$ cat config.mk
export PLATFORM = sky130hd
export DESIGN_NAME = min_priority_queue_flat
export DESIGN_NICKNAME = d
export VERILOG_FILES = /design/src/design/mpq_pkg.sv /design/src/design/mpq_if.sv /design/src/design/mpq_cell.sv /design/src/design/min_priority_queue.sv /design/src/flat_wrapper.sv
export SDC_FILE = /design/constraint.sdc
export NUM_CORES = 2
export LEC_CHECK = 0
export BUFFER_PORTS_ARGS = -buffer_cell sky130_fd_sc_hd__buf_2
export CAP_MARGIN = 20
export CORE_UTILIZATION = 45
export DETAILED_ROUTE_END_ITERATION = 12
export HOLD_SLACK_MARGIN = 0.12
export PLACE_DENSITY = 0.73
export SLEW_MARGIN = 0
export SYNTH_ARGS = -nofsm -noshare
export SYNTH_HDL_FRONTEND = slang
export SYNTH_SLANG_ARGS = --single-unit
$ cat constraint.sdc
create_clock -name clk -period 16.4 [get_ports clk]
set_clock_uncertainty 0.1 [all_clocks]
set_input_delay 1.64 -clock clk [delete_from_list [all_inputs] [get_ports clk]]
set_output_delay 1.64 -clock clk [all_outputs]
set_load 0.01 [all_outputs]
$ cat src/design/mpq_pkg.sv
// shared types and constants for the min priority queue
package mpq_pkg;

  localparam int CAPACITY = 16;
  localparam int CNT_W    = $clog2(CAPACITY + 1);
  localparam int VAL_W    = 32;
  localparam int PRI_W    = 16;

  typedef enum logic {
    OP_ENQ = 1'b0,
    OP_DEQ = 1'b1
  } op_t;

  typedef enum logic [1:0] {
    ST_ENQUEUED = 2'd0,
    ST_DEQUEUED = 2'd1,
    ST_EMPTY    = 2'd2,
    ST_FULL     = 2'd3
  } status_t;

  typedef struct packed {
    logic signed [VAL_W-1:0] value;
    logic        [PRI_W-1:0] prio;
  } entry_t;

  // broadcast to every cell of the chain
  typedef struct packed {
    logic   enq;
    logic   deq;
    entry_t new_entry;
  } cell_ctrl_t;

endpackage

$ cat src/design/mpq_if.sv
// valid/ready channel interfaces for the min priority queue
interface mpq_in_if;
  import mpq_pkg::*;

  logic                    valid;
  logic                    ready;
  logic                    operation;
  logic signed [VAL_W-1:0] item_value;
  logic        [PRI_W-1:0] item_priority;

  modport source (output valid, operation, item_value, item_priority, input ready);
  modport sink (input valid, operation, item_value, item_priority, output ready);
endinterface

interface mpq_out_if;
  import mpq_pkg::*;

  logic                    valid;
  logic                    ready;
  logic [1:0]              status;
  logic signed [VAL_W-1:0] out_value;
  logic        [PRI_W-1:0] out_priority;
  logic                    now_empty;

  modport source (output valid, status, out_value, out_priority, now_empty, input ready);
  modport sink (input valid, status, out_value, out_priority, now_empty, output ready);
endinterface

$ cat src/design/mpq_cell.sv
// one slot of the sorted chain: holds an entry, shifts left or right with its neighbors
module mpq_cell (
  input  logic                clk,
  input  mpq_pkg::cell_ctrl_t ctrl,
  input  logic                occ,
  input  logic                left_stay,
  input  mpq_pkg::entry_t     left_entry,
  input  mpq_pkg::entry_t     right_entry,
  output logic                stay,
  output mpq_pkg::entry_t     entry
);
  import mpq_pkg::*;

  entry_t entry_r;
  entry_t entry_nxt;

  // entry stays in place when it sorts at or ahead of the new one
  assign stay  = occ && (entry_r.prio <= ctrl.new_entry.prio);
  assign entry = entry_r;

  always_comb begin
    entry_nxt = entry_r;
    if (ctrl.enq && !stay) begin
      entry_nxt = left_stay ? ctrl.new_entry : left_entry;
    end else if (ctrl.deq) begin
      entry_nxt = right_entry;
    end
  end

  always_ff @(posedge clk) begin
    entry_r <= entry_nxt;
  end

endmodule

$ cat src/design/min_priority_queue.sv
// top level of the min priority queue: chain of sorted cells and output register
//
//   channel | dir | handshake   | payload
//   in_ch   | in  | valid/ready | operation, item_value, item_priority
//   out_ch  | out | valid/ready | status, out_value, out_priority, now_empty
//
// one item per cycle unless out_ch stalls; cells compare and shift on transfer
// result is registered on the input transfer and held in an output register
// input is taken while the output register is empty or being drained
// rst_n clears the entry count and output valid; cell contents need no reset
module min_priority_queue (
  input logic clk,
  input logic rst_n,
  mpq_in_if.sink    in_ch,
  mpq_out_if.source out_ch
);
  import mpq_pkg::*;

  logic [CNT_W-1:0] count_r;
  logic [CNT_W-1:0] count_nxt;
  logic             out_valid_r;
  logic             out_valid_nxt;
  status_t          status_r;
  status_t          status_nxt;
  entry_t           res_r;
  entry_t           res_nxt;
  logic             now_empty_r;
  logic             now_empty_nxt;

  logic       accept;
  logic       is_full;
  logic       is_empty;
  cell_ctrl_t ctrl;

  logic   [CAPACITY-1:0] occ;
  logic   [CAPACITY-1:0] stay;
  entry_t                cell_entry [CAPACITY];

  assign in_ch.ready = !out_valid_r || out_ch.ready;
  assign accept      = in_ch.valid && in_ch.ready;
  assign is_full     = (count_r == CNT_W'(CAPACITY));
  assign is_empty    = (count_r == '0);

  assign ctrl.enq             = accept && (op_t'(in_ch.operation) == OP_ENQ) && !is_full;
  assign ctrl.deq             = accept && (op_t'(in_ch.operation) == OP_DEQ) && !is_empty;
  assign ctrl.new_entry.value = in_ch.item_value;
  assign ctrl.new_entry.prio  = in_ch.item_priority;

  for (genvar i = 0; i < CAPACITY; i++) begin : g_cell
    entry_t left_e;
    entry_t right_e;
    logic   left_s;

    assign occ[i] = (count_r > CNT_W'(i));

    if (i == 0) begin : g_first
      assign left_s = 1'b1;
      assign left_e = ctrl.new_entry;
    end else begin : g_mid
      assign left_s = stay[i-1];
      assign left_e = cell_entry[i-1];
    end

    if (i == CAPACITY - 1) begin : g_last
      assign right_e = cell_entry[i];
    end else begin : g_inner
      assign right_e = cell_entry[i+1];
    end

    mpq_cell u_cell (
      .clk         (clk),
      .ctrl        (ctrl),
      .occ         (occ[i]),
      .left_stay   (left_s),
      .left_entry  (left_e),
      .right_entry (right_e),
      .stay        (stay[i]),
      .entry       (cell_entry[i])
    );
  end

  always_comb begin
    count_nxt     = count_r;
    out_valid_nxt = out_valid_r;
    status_nxt    = status_r;
    res_nxt       = res_r;
    now_empty_nxt = now_empty_r;
    if (out_ch.ready) begin
      out_valid_nxt = 1'b0;
    end
    if (accept) begin
      out_valid_nxt = 1'b1;
      res_nxt       = '0;
      if (op_t'(in_ch.operation) == OP_ENQ) begin
        now_empty_nxt = 1'b0;
        if (is_full) begin
          status_nxt = ST_FULL;
        end else begin
          status_nxt = ST_ENQUEUED;
          count_nxt  = count_r + 1'b1;
        end
      end else begin
        if (is_empty) begin
          status_nxt    = ST_EMPTY;
          now_empty_nxt = 1'b1;
        end else begin
          status_nxt    = ST_DEQUEUED;
          res_nxt       = cell_entry[0];
          count_nxt     = count_r - 1'b1;
          now_empty_nxt = (count_r == CNT_W'(1));
        end
      end
    end
  end

  always_ff @(posedge clk) begin
    if (!rst_n) begin
      count_r     <= '0;
      out_valid_r <= 1'b0;
    end else begin
      count_r     <= count_nxt;
      out_valid_r <= out_valid_nxt;
    end
    status_r    <= status_nxt;
    res_r       <= res_nxt;
    now_empty_r <= now_empty_nxt;
  end

  assign out_ch.valid        = out_valid_r;
  assign out_ch.status       = status_r;
  assign out_ch.out_value    = res_r.value;
  assign out_ch.out_priority = res_r.prio;
  assign out_ch.now_empty    = now_empty_r;

`ifndef SYNTHESIS
  a_count_bound : assert property (@(posedge clk) disable iff (!rst_n)
    count_r <= CNT_W'(CAPACITY))
    else $error("entry count above capacity");

  a_deq_count : assert property (@(posedge clk) disable iff (!rst_n)
    ctrl.deq |=> count_r == $past(count_r) - 1'b1)
    else $error("dequeue did not lower entry count");

  a_head_sorted : assert property (@(posedge clk) disable iff (!rst_n)
    occ[1] |-> cell_entry[0].prio <= cell_entry[1].prio)
    else $error("head entry out of order");

  a_empty_flag : assert property (@(posedge clk) disable iff (!rst_n)
    out_valid_r && status_r == ST_EMPTY |-> now_empty_r)
    else $error("empty status without empty flag");
`endif

endmodule

$ cat src/flat_wrapper.sv
// flat-port wrapper written by rule: the top's interface ports become plain ports
module min_priority_queue_flat import mpq_pkg::*;
  (clk, rst_n, in_ch_valid, in_ch_operation, in_ch_item_value, in_ch_item_priority, in_ch_ready, out_ch_valid, out_ch_status, out_ch_out_value, out_ch_out_priority, out_ch_now_empty, out_ch_ready);
  mpq_in_if in_ch_i ();
  mpq_out_if out_ch_i ();
  input logic clk;
  input logic rst_n;
  input wire logic [$bits(in_ch_i.valid)-1:0] in_ch_valid;
  input wire logic [$bits(in_ch_i.operation)-1:0] in_ch_operation;
  input wire logic [$bits(in_ch_i.item_value)-1:0] in_ch_item_value;
  input wire logic [$bits(in_ch_i.item_priority)-1:0] in_ch_item_priority;
  output wire logic [$bits(in_ch_i.ready)-1:0] in_ch_ready;
  output wire logic [$bits(out_ch_i.valid)-1:0] out_ch_valid;
  output wire logic [$bits(out_ch_i.status)-1:0] out_ch_status;
  output wire logic [$bits(out_ch_i.out_value)-1:0] out_ch_out_value;
  output wire logic [$bits(out_ch_i.out_priority)-1:0] out_ch_out_priority;
  output wire logic [$bits(out_ch_i.now_empty)-1:0] out_ch_now_empty;
  input wire logic [$bits(out_ch_i.ready)-1:0] out_ch_ready;
  assign in_ch_i.valid = in_ch_valid;
  assign in_ch_i.operation = in_ch_operation;
  assign in_ch_i.item_value = in_ch_item_value;
  assign in_ch_i.item_priority = in_ch_item_priority;
  assign in_ch_ready = in_ch_i.ready;
  assign out_ch_valid = out_ch_i.valid;
  assign out_ch_status = out_ch_i.status;
  assign out_ch_out_value = out_ch_i.out_value;
  assign out_ch_out_priority = out_ch_i.out_priority;
  assign out_ch_now_empty = out_ch_i.now_empty;
  assign out_ch_i.ready = out_ch_ready;
  min_priority_queue u_core (.clk(clk), .rst_n(rst_n), .in_ch(in_ch_i), .out_ch(out_ch_i));
endmodule
Yosys cells after proc, flatten, opt, wreduce, memory -nomap -nowiden
Cells that the tools add are included.
{"block": "op_classes", "order_cmp": 32, "bitwise_logic": 1, "reduce_logical": 76, "add_sub_neg": 2, "n_mux": 54, "eq_ne": 4}
{"cell": "two-way mux 48 bit", "n": 45}
{"cell": "<= comparator 16 bit", "n": 16}
{"cell": "greater-than comparator 5 x 4 -> 1 bit, second input constant", "n": 8}
{"cell": "logical AND 1 bit", "n": 37}
{"cell": "nonzero test 2 bit", "n": 16}
{"cell": "greater-than comparator 5 x 3 -> 1 bit, second input constant", "n": 4}
{"cell": "zero test 1 bit", "n": 19}
{"cell": "two-way mux 5 bit", "n": 3}
{"cell": "greater-than comparator 5 x 1 -> 1 bit, second input constant", "n": 2}
{"cell": "greater-than comparator 5 x 2 -> 1 bit, second input constant", "n": 2}
{"cell": "two-way mux 2 bit", "n": 3}
{"cell": "adder 5 x 1 -> 5 bit, second input constant", "n": 1}
{"cell": "== test 5 x 1 -> 1 bit, second input constant", "n": 1}
{"cell": "== test 5 bit, second input constant", "n": 1}
{"cell": "zero test 5 bit", "n": 1}
{"cell": "subtractor 5 x 1 -> 5 bit, second input constant", "n": 1}
{"cell": "!= test 2 bit, second input constant", "n": 2}
{"cell": "two-way mux 1 bit", "n": 3}
{"cell": "AND reduction 3 bit", "n": 1}
{"cell": "OR reduction 2 bit", "n": 1}
{"cell": "logical OR 1 bit", "n": 1}
{"cell": "inverter 1 bit", "n": 1}
{"block": "word_totals", "out_inout_bits": 53, "regBits": 825, "elab_cells": 207, "inputBits": 53}

Logic depth before layout (Yosys ltp)
{"block": "logic_depth", "ltp_word": 7, "ltp_mapped": 13, "depth_no_buf": 9}

By module
Synthesis repeated with hierarchy kept, for this count alone.
{"block": "hier_totals", "hier_cells": 3716, "hier_area_um2": 51530.7}
{"module": "mpq_cell at u_core.g_cell[0].u_cell ...", "cells_per_inst": 220, "instances": 11, "seq_area_each_um2": 1441.4, "area_each_um2": 3064.2}
{"module": "mpq_cell at u_core.g_cell[5].u_cell ...", "cells_per_inst": 220, "instances": 5, "seq_area_each_um2": 1441.4, "area_each_um2": 3061.7}
{"module": "min_priority_queue", "cells_per_inst": 196, "instances": 1, "seq_area_each_um2": 1651.6, "area_each_um2": 2516.2}

Worst setup path before layout
No wires, ideal clock.
{"block": "synth_timing", "path_type": "input -> register", "startpoint": "input port in_ch_item_priority[13]", "endpoint": "register u_core.g_cell[13].u_cell.entry_r (netlist bit u_core.g_cell[13].u_cell.entry[0]) (enable)", "required_ns": 15.780, "slack_ns": 9.016, "arrival_ns": 6.764, "cell_stages": 11, "cell_sequence": "inv_1 > ha_1 > and4_1 > nand4_1 > a21oi_1 > a211oi_2 > or2_1 > buf_2 > buf_4 > buf_4 > o21ai_0"}
{"block": "synth_via", "elab_chain_len": 5}
{"element": "from (decl)", "line_no": "flat_wrapper.sv:11", "source": "input wire logic [$bits(in_ch_i.item_priority)-1:0] in_ch_item_priority;"}
{"element": "<= comparator 16 bit", "line_no": "mpq_cell.sv:18", "source": "assign stay = occ && (entry_r.prio <= ctrl.new_entry.prio);"}
{"element": "logical AND 1 bit", "line_no": "mpq_cell.sv:18"}
{"element": "zero test 1 bit", "line_no": "mpq_cell.sv:23", "source": "if (ctrl.enq && !stay) begin"}
{"element": "logical AND 1 bit", "line_no": "mpq_cell.sv:23"}
{"element": "nonzero test 2 bit (no source line)"}
{"element": "to (signal assigned)", "line_no": "mpq_cell.sv:31", "source": "entry_r <= entry_nxt;"}
{"element": "to (decl)", "line_no": "mpq_cell.sv:14", "source": "entry_t entry_r;"}
No other way between the ends.
A chain may end at the register's enable or synchronous reset.

Worst setup path in the final report
{"block": "layout_timing", "startpoint": "input port in_ch_item_priority[14]", "endpoint": "register u_core.g_cell[5].u_cell.entry_r (netlist bit u_core.g_cell[5].u_cell.entry[32]) (enable)"}
{"block": "layout_via", "elab_chain_len": 5}
{"element": "<= comparator 16 bit", "line_no": "mpq_cell.sv:18"}
{"element": "logical AND 1 bit", "line_no": "mpq_cell.sv:18"}
{"element": "zero test 1 bit", "line_no": "mpq_cell.sv:23"}
{"element": "logical AND 1 bit", "line_no": "mpq_cell.sv:23"}
{"element": "nonzero test 2 bit (no source line)"}
{"element": "to (signal assigned)", "line_no": "mpq_cell.sv:31"}
{"element": "to (decl)", "line_no": "mpq_cell.sv:14"}
No other way between the ends.

==> load_flow_metrics.sql <==
INSERT INTO impl_metrics (metric_group, metric, value, unit) VALUES
('die', 'pin_count', '106', ''),
('synth', 'ranking_of_synthesized_cells_by_area', 'sky130_fd_sc_hd__edfxtp_1 (52%), sky130_fd_sc_hd__mux2i_1 (11%), sky130_fd_sc_hd__ha_1 (6.9%)', ''),
('placed_design', 'gp_congestion', '1.02', ''),
('job', 'max_cap_viol_count', '0', ''),
('sta', 'setup_viol_count_final', '0', ''),
('synth', 'portion_of_the_post_synthesis_area_used_by_sequential_elements', '52.1', '%'),
('clock_network', 'cts_tree', 'done', ''),
('worst_setup_path', 'critical_path.max_fanout', '49', ''),
('global_routing', 'grtUsageMet2', '43.2', '%'),
('worst_setup_path', 'standard_cell_with_the_maximum_stage_delay_on_the_critical_path', 'sky130_fd_sc_hd__buf_4', ''),
('route', 'final_antenna_net_count', '0', ''),
('synth', 'synth_top_area_share', '51.8', '%'),
('worst_setup_path', 'critPathRequiredTime', '16590', 'ps'),
('route', 'drt_drc_violations_left', '0', ''),
('synth', 'postSynthRegisterBits', '825', ''),
('clock_network', 'clock_path_buffers', '3', ''),
('synth', 'postSynthCellCount', '4435', ''),
('layout', 'nets', '4684', ''),
('sta', 'fin_worst_hold_slack', '428', 'ps'),
('pwr', 'vdd_drop_max', '0.0880', 'mV'),
('die', 'die_width', '327', 'um'),
('clock_network', 'ctsHtreeMaxLevel', '3', ''),
('clock_network', 'clkTransAtPathRegs', '60', 'ps'),
('worst_setup_path', 'largest_stage_delay_on_the_critical_path', '590', 'ps'),
('clock_network', 'postCtsHoldBufs', '0', ''),
('die', 'fp.dieH', '327', 'um'),
('pwr', 'leakagePower', '20.9', 'nW'),
('global_routing', 'grt.overflow.total', '0', ''),
('clock_network', 'post_cts_resize_count', '0', ''),
('layout', 'fillCellCount', '9203', ''),
('clock_network', 'insertion_delay', '680', 'ps'),
('global_routing', 'grt_pass1_wl', '227000', 'um'),
('synth', 'synthDistinctLibCells', '68', ''),
('pwr', 'combPwrFrac', '22.7', '%'),
('global_routing', 'grtUsageMet1', '38.6', '%'),
('placed_design', 'detailed_place_hpwl', '99600', 'um'),
('clock_network', 'numCtsBuffers', '89', ''),
('sta', 'worst_slew_pin_slew', '1220', 'ps'),
('global_routing', 'grt_antenna_before_repair', '12', ''),
('route', 'drtIter0Drc', '4864', ''),
('sta', 'setup_repair_after_global_routing_missed_its_margin', 'no', ''),
('synth', 'synth-edff-count', '819', ''),
('worst_hold_path', 'hold_class', 'register to register', ''),
('layout', 'layout_commonest_cell', 'sky130_fd_sc_hd__edfxtp_1', ''),
('worst_setup_path', 'reg2regPathDepth', '10', ''),
('route', 'routed_wirelength', '154000', 'um'),
('worst_setup_path', 'critPathMostFrequentCell', 'sky130_fd_sc_hd__buf_4', ''),
('sta', 'layout_worst_path_cycle_share', '39.9', '%'),
('synth', 'yosys_most_used_dff', 'sky130_fd_sc_hd__edfxtp_1', ''),
('clock_network', 'cts.repair_timing.setup_buffer_count', '0', ''),
('global_routing', 'grt-busiest-layer', 'met2', ''),
('synth', 'synth_top_cell_by_area', 'sky130_fd_sc_hd__edfxtp_1', ''),
('route', 'wl_per_cell', '26.5', 'um'),
('placed_design', 'placement.cell_area', '49000', 'um^2'),
('sta', 'finalSetupTns', '0', 'ps'),
('route', 'vias', '36728', ''),
('synth', 'syn-num-nets', '4749', ''),
('global_routing', 'grt_usage', '28.2', '%'),
('worst_setup_path', 'startpoint_type', 'input pin', ''),
('route', 'drt_pre_antenna_iters', '6', ''),
('synth', 'yosysWarnings', '0', ''),
('sta', 'timing.fmax', '153', 'MHz'),
('clock_network', 'ctsRootBufferMaster', 'sky130_fd_sc_hd__clkbuf_16', ''),
('die', 'area_of_the_die', '107000', 'um^2'),
('worst_hold_path', 'holdPathStages', '2', ''),
('worst_setup_path', 'worstPathCellList', 'buf_2 > inv_1 > ha_1 > nand4_1 > or4_1 > a21oi_1 > a21oi_1 > a31oi_4 > buf_4 > and2_2 > buf_4 > nand2b_2 > buf_4', ''),
('layout', 'flow.area_growth_from_synthesis', '9.17', '%'),
('run_status', 'run_status', 'finished, final reports clean', ''),
('sta', 'report.final.slew_viol_count', '0', ''),
('global_routing', 'first_global_vias', '34721', ''),
('synth', 'post_synth.cell_area_avg', '10.7', 'um^2');
-- synth_stat cells, types with 3 or more instances --
master and count:
sky130_fd_sc_hd__buf_2 97, sky130_fd_sc_hd__and3_1 52, sky130_fd_sc_hd__or3_1 5, sky130_fd_sc_hd__nand2b_1 10, sky130_fd_sc_hd__clkbuf_1 182, sky130_fd_sc_hd__xor2_1 3
sky130_fd_sc_hd__o21bai_1 3, sky130_fd_sc_hd__nor4_1 13, sky130_fd_sc_hd__o21a_1 3, sky130_fd_sc_hd__nor2b_1 20, sky130_fd_sc_hd__ha_1 261, sky130_fd_sc_hd__inv_1 44
sky130_fd_sc_hd__nor3b_1 4, sky130_fd_sc_hd__or4_1 7, sky130_fd_sc_hd__buf_4 38, sky130_fd_sc_hd__and2_1 12, sky130_fd_sc_hd__a311oi_1 49, sky130_fd_sc_hd__a21o_1 37
sky130_fd_sc_hd__a31oi_1 104, sky130_fd_sc_hd__dfxtp_1 6, sky130_fd_sc_hd__buf_6 17, sky130_fd_sc_hd__nand2_1 688, sky130_fd_sc_hd__and4_1 6, sky130_fd_sc_hd__nor2_1 377
sky130_fd_sc_hd__a211oi_1 5, sky130_fd_sc_hd__nor3_1 21, sky130_fd_sc_hd__nand4_1 48, sky130_fd_sc_hd__or2_2 5, sky130_fd_sc_hd__a21oi_2 10, sky130_fd_sc_hd__or2_1 3
sky130_fd_sc_hd__o21ai_0 366, sky130_fd_sc_hd__edfxtp_1 819, sky130_fd_sc_hd__a21oi_1 389, sky130_fd_sc_hd__mux2_2 96, sky130_fd_sc_hd__mux2i_1 514, sky130_fd_sc_hd__a21boi_0 6
sky130_fd_sc_hd__nand3_1 10, sky130_fd_sc_hd__o211ai_1 10, sky130_fd_sc_hd__buf_1 4, sky130_fd_sc_hd__a211o_1 4, sky130_fd_sc_hd__o21ai_1 52
-- metrics by stage --
step / cells / setup WS (ps) / util (%) / power, mW
finish: 5815 / 9860 / 49.8 / 6.39
global route: 5813 / 9790 / 49.8 / 6.61
CTS: 5810 / 10000 / 49.8 / 6.36
detailed placement: 5658 / 9330 / 47.1 / 4.38
global placement: 5658 / 9350 / 47.1 / 4.34
floorplan: 4435 / 9020 / - / 3.86
-- power groups by stage --
stage | Combinational (mW) | Sequential, mW | Clock [mW]
floorplan | 0.968 | 2.89 | 0
global placement | 1.37 | 2.97 | 0
detailed placement | 1.41 | 2.97 | 0
CTS | 1.42 | 2.93 | 2.01
global route | 1.57 | 2.96 | 2.08
finish | 1.45 | 2.95 | 1.99
-- worst max-delay path: cells and delay by family --
family	cells	cell delay [ps]
buffers and inverters	5	2540
and+or+nand+nor	4	1540
AOI/OAI and AO/OA	3	420
adders and majority gates	1	510
-- final cells by class --
type | instances | area [um^2] | share of cell area, %
clock buffer | 107 | 2330 | 4.49
antenna | 4 | 10.0 | 0.0193
sequential | 825 | 24700 | 47.7
tap | 1380 | 1730 | 3.33
inverter | 44 | 166 | 0.321
clock inverter | 45 | 459 | 0.887
timing repair buffer | 183 | 1120 | 2.17
multi-input combinational | 3227 | 21300 | 41.1
-- state kept, by name, indices dropped and copies added, names as in the netlist --
signal,count
u_core.out_ch.valid,1
u_core.g_cell.u_cell.entry,768
u_core.out_ch.out_value,32
u_core.out_ch.now_empty,1
u_core.out_ch.out_priority,16
u_core.out_ch.status,2
u_core.count_r,5
-- final timing paths --
kind                                       end  slack (ps)                     from
max reg2reg  u_core.g_cell[5].u_cell.entry[32]       11320        u_core.count_r[0]
min reg2reg                u_core.out_ch.valid         430      u_core.out_ch.valid
max          u_core.g_cell[5].u_cell.entry[32]        9860  in_ch_item_priority[14]
min                        u_core.out_ch.valid         430      u_core.out_ch.valid
-- routing by layer --
layer / vias to the layer above / wire length [um]
met5: - / 60
met4: 8 / 6690
met3: 364 / 16700
met2: 2226 / 68500
met1: 17895 / 62000
li1: 16235 / -
-- kinds of logic (layout without fill, tap and decap cells) --
kind of cell	Yosys count	after routing	share of synthesized area, %
AOI/OAI and AO/OA	1062	1062	12.5
xor gates and xnor gates	4	4	0.0739
adders and majority gates	261	261	6.88
buffers and inverters	383	379	3.86
DFF	825	825	52.1
muxes	610	610	13.1
other	0	4	0
and+or+nand+nor	1290	1290	11.4
(Power assumes the default switching activity.)
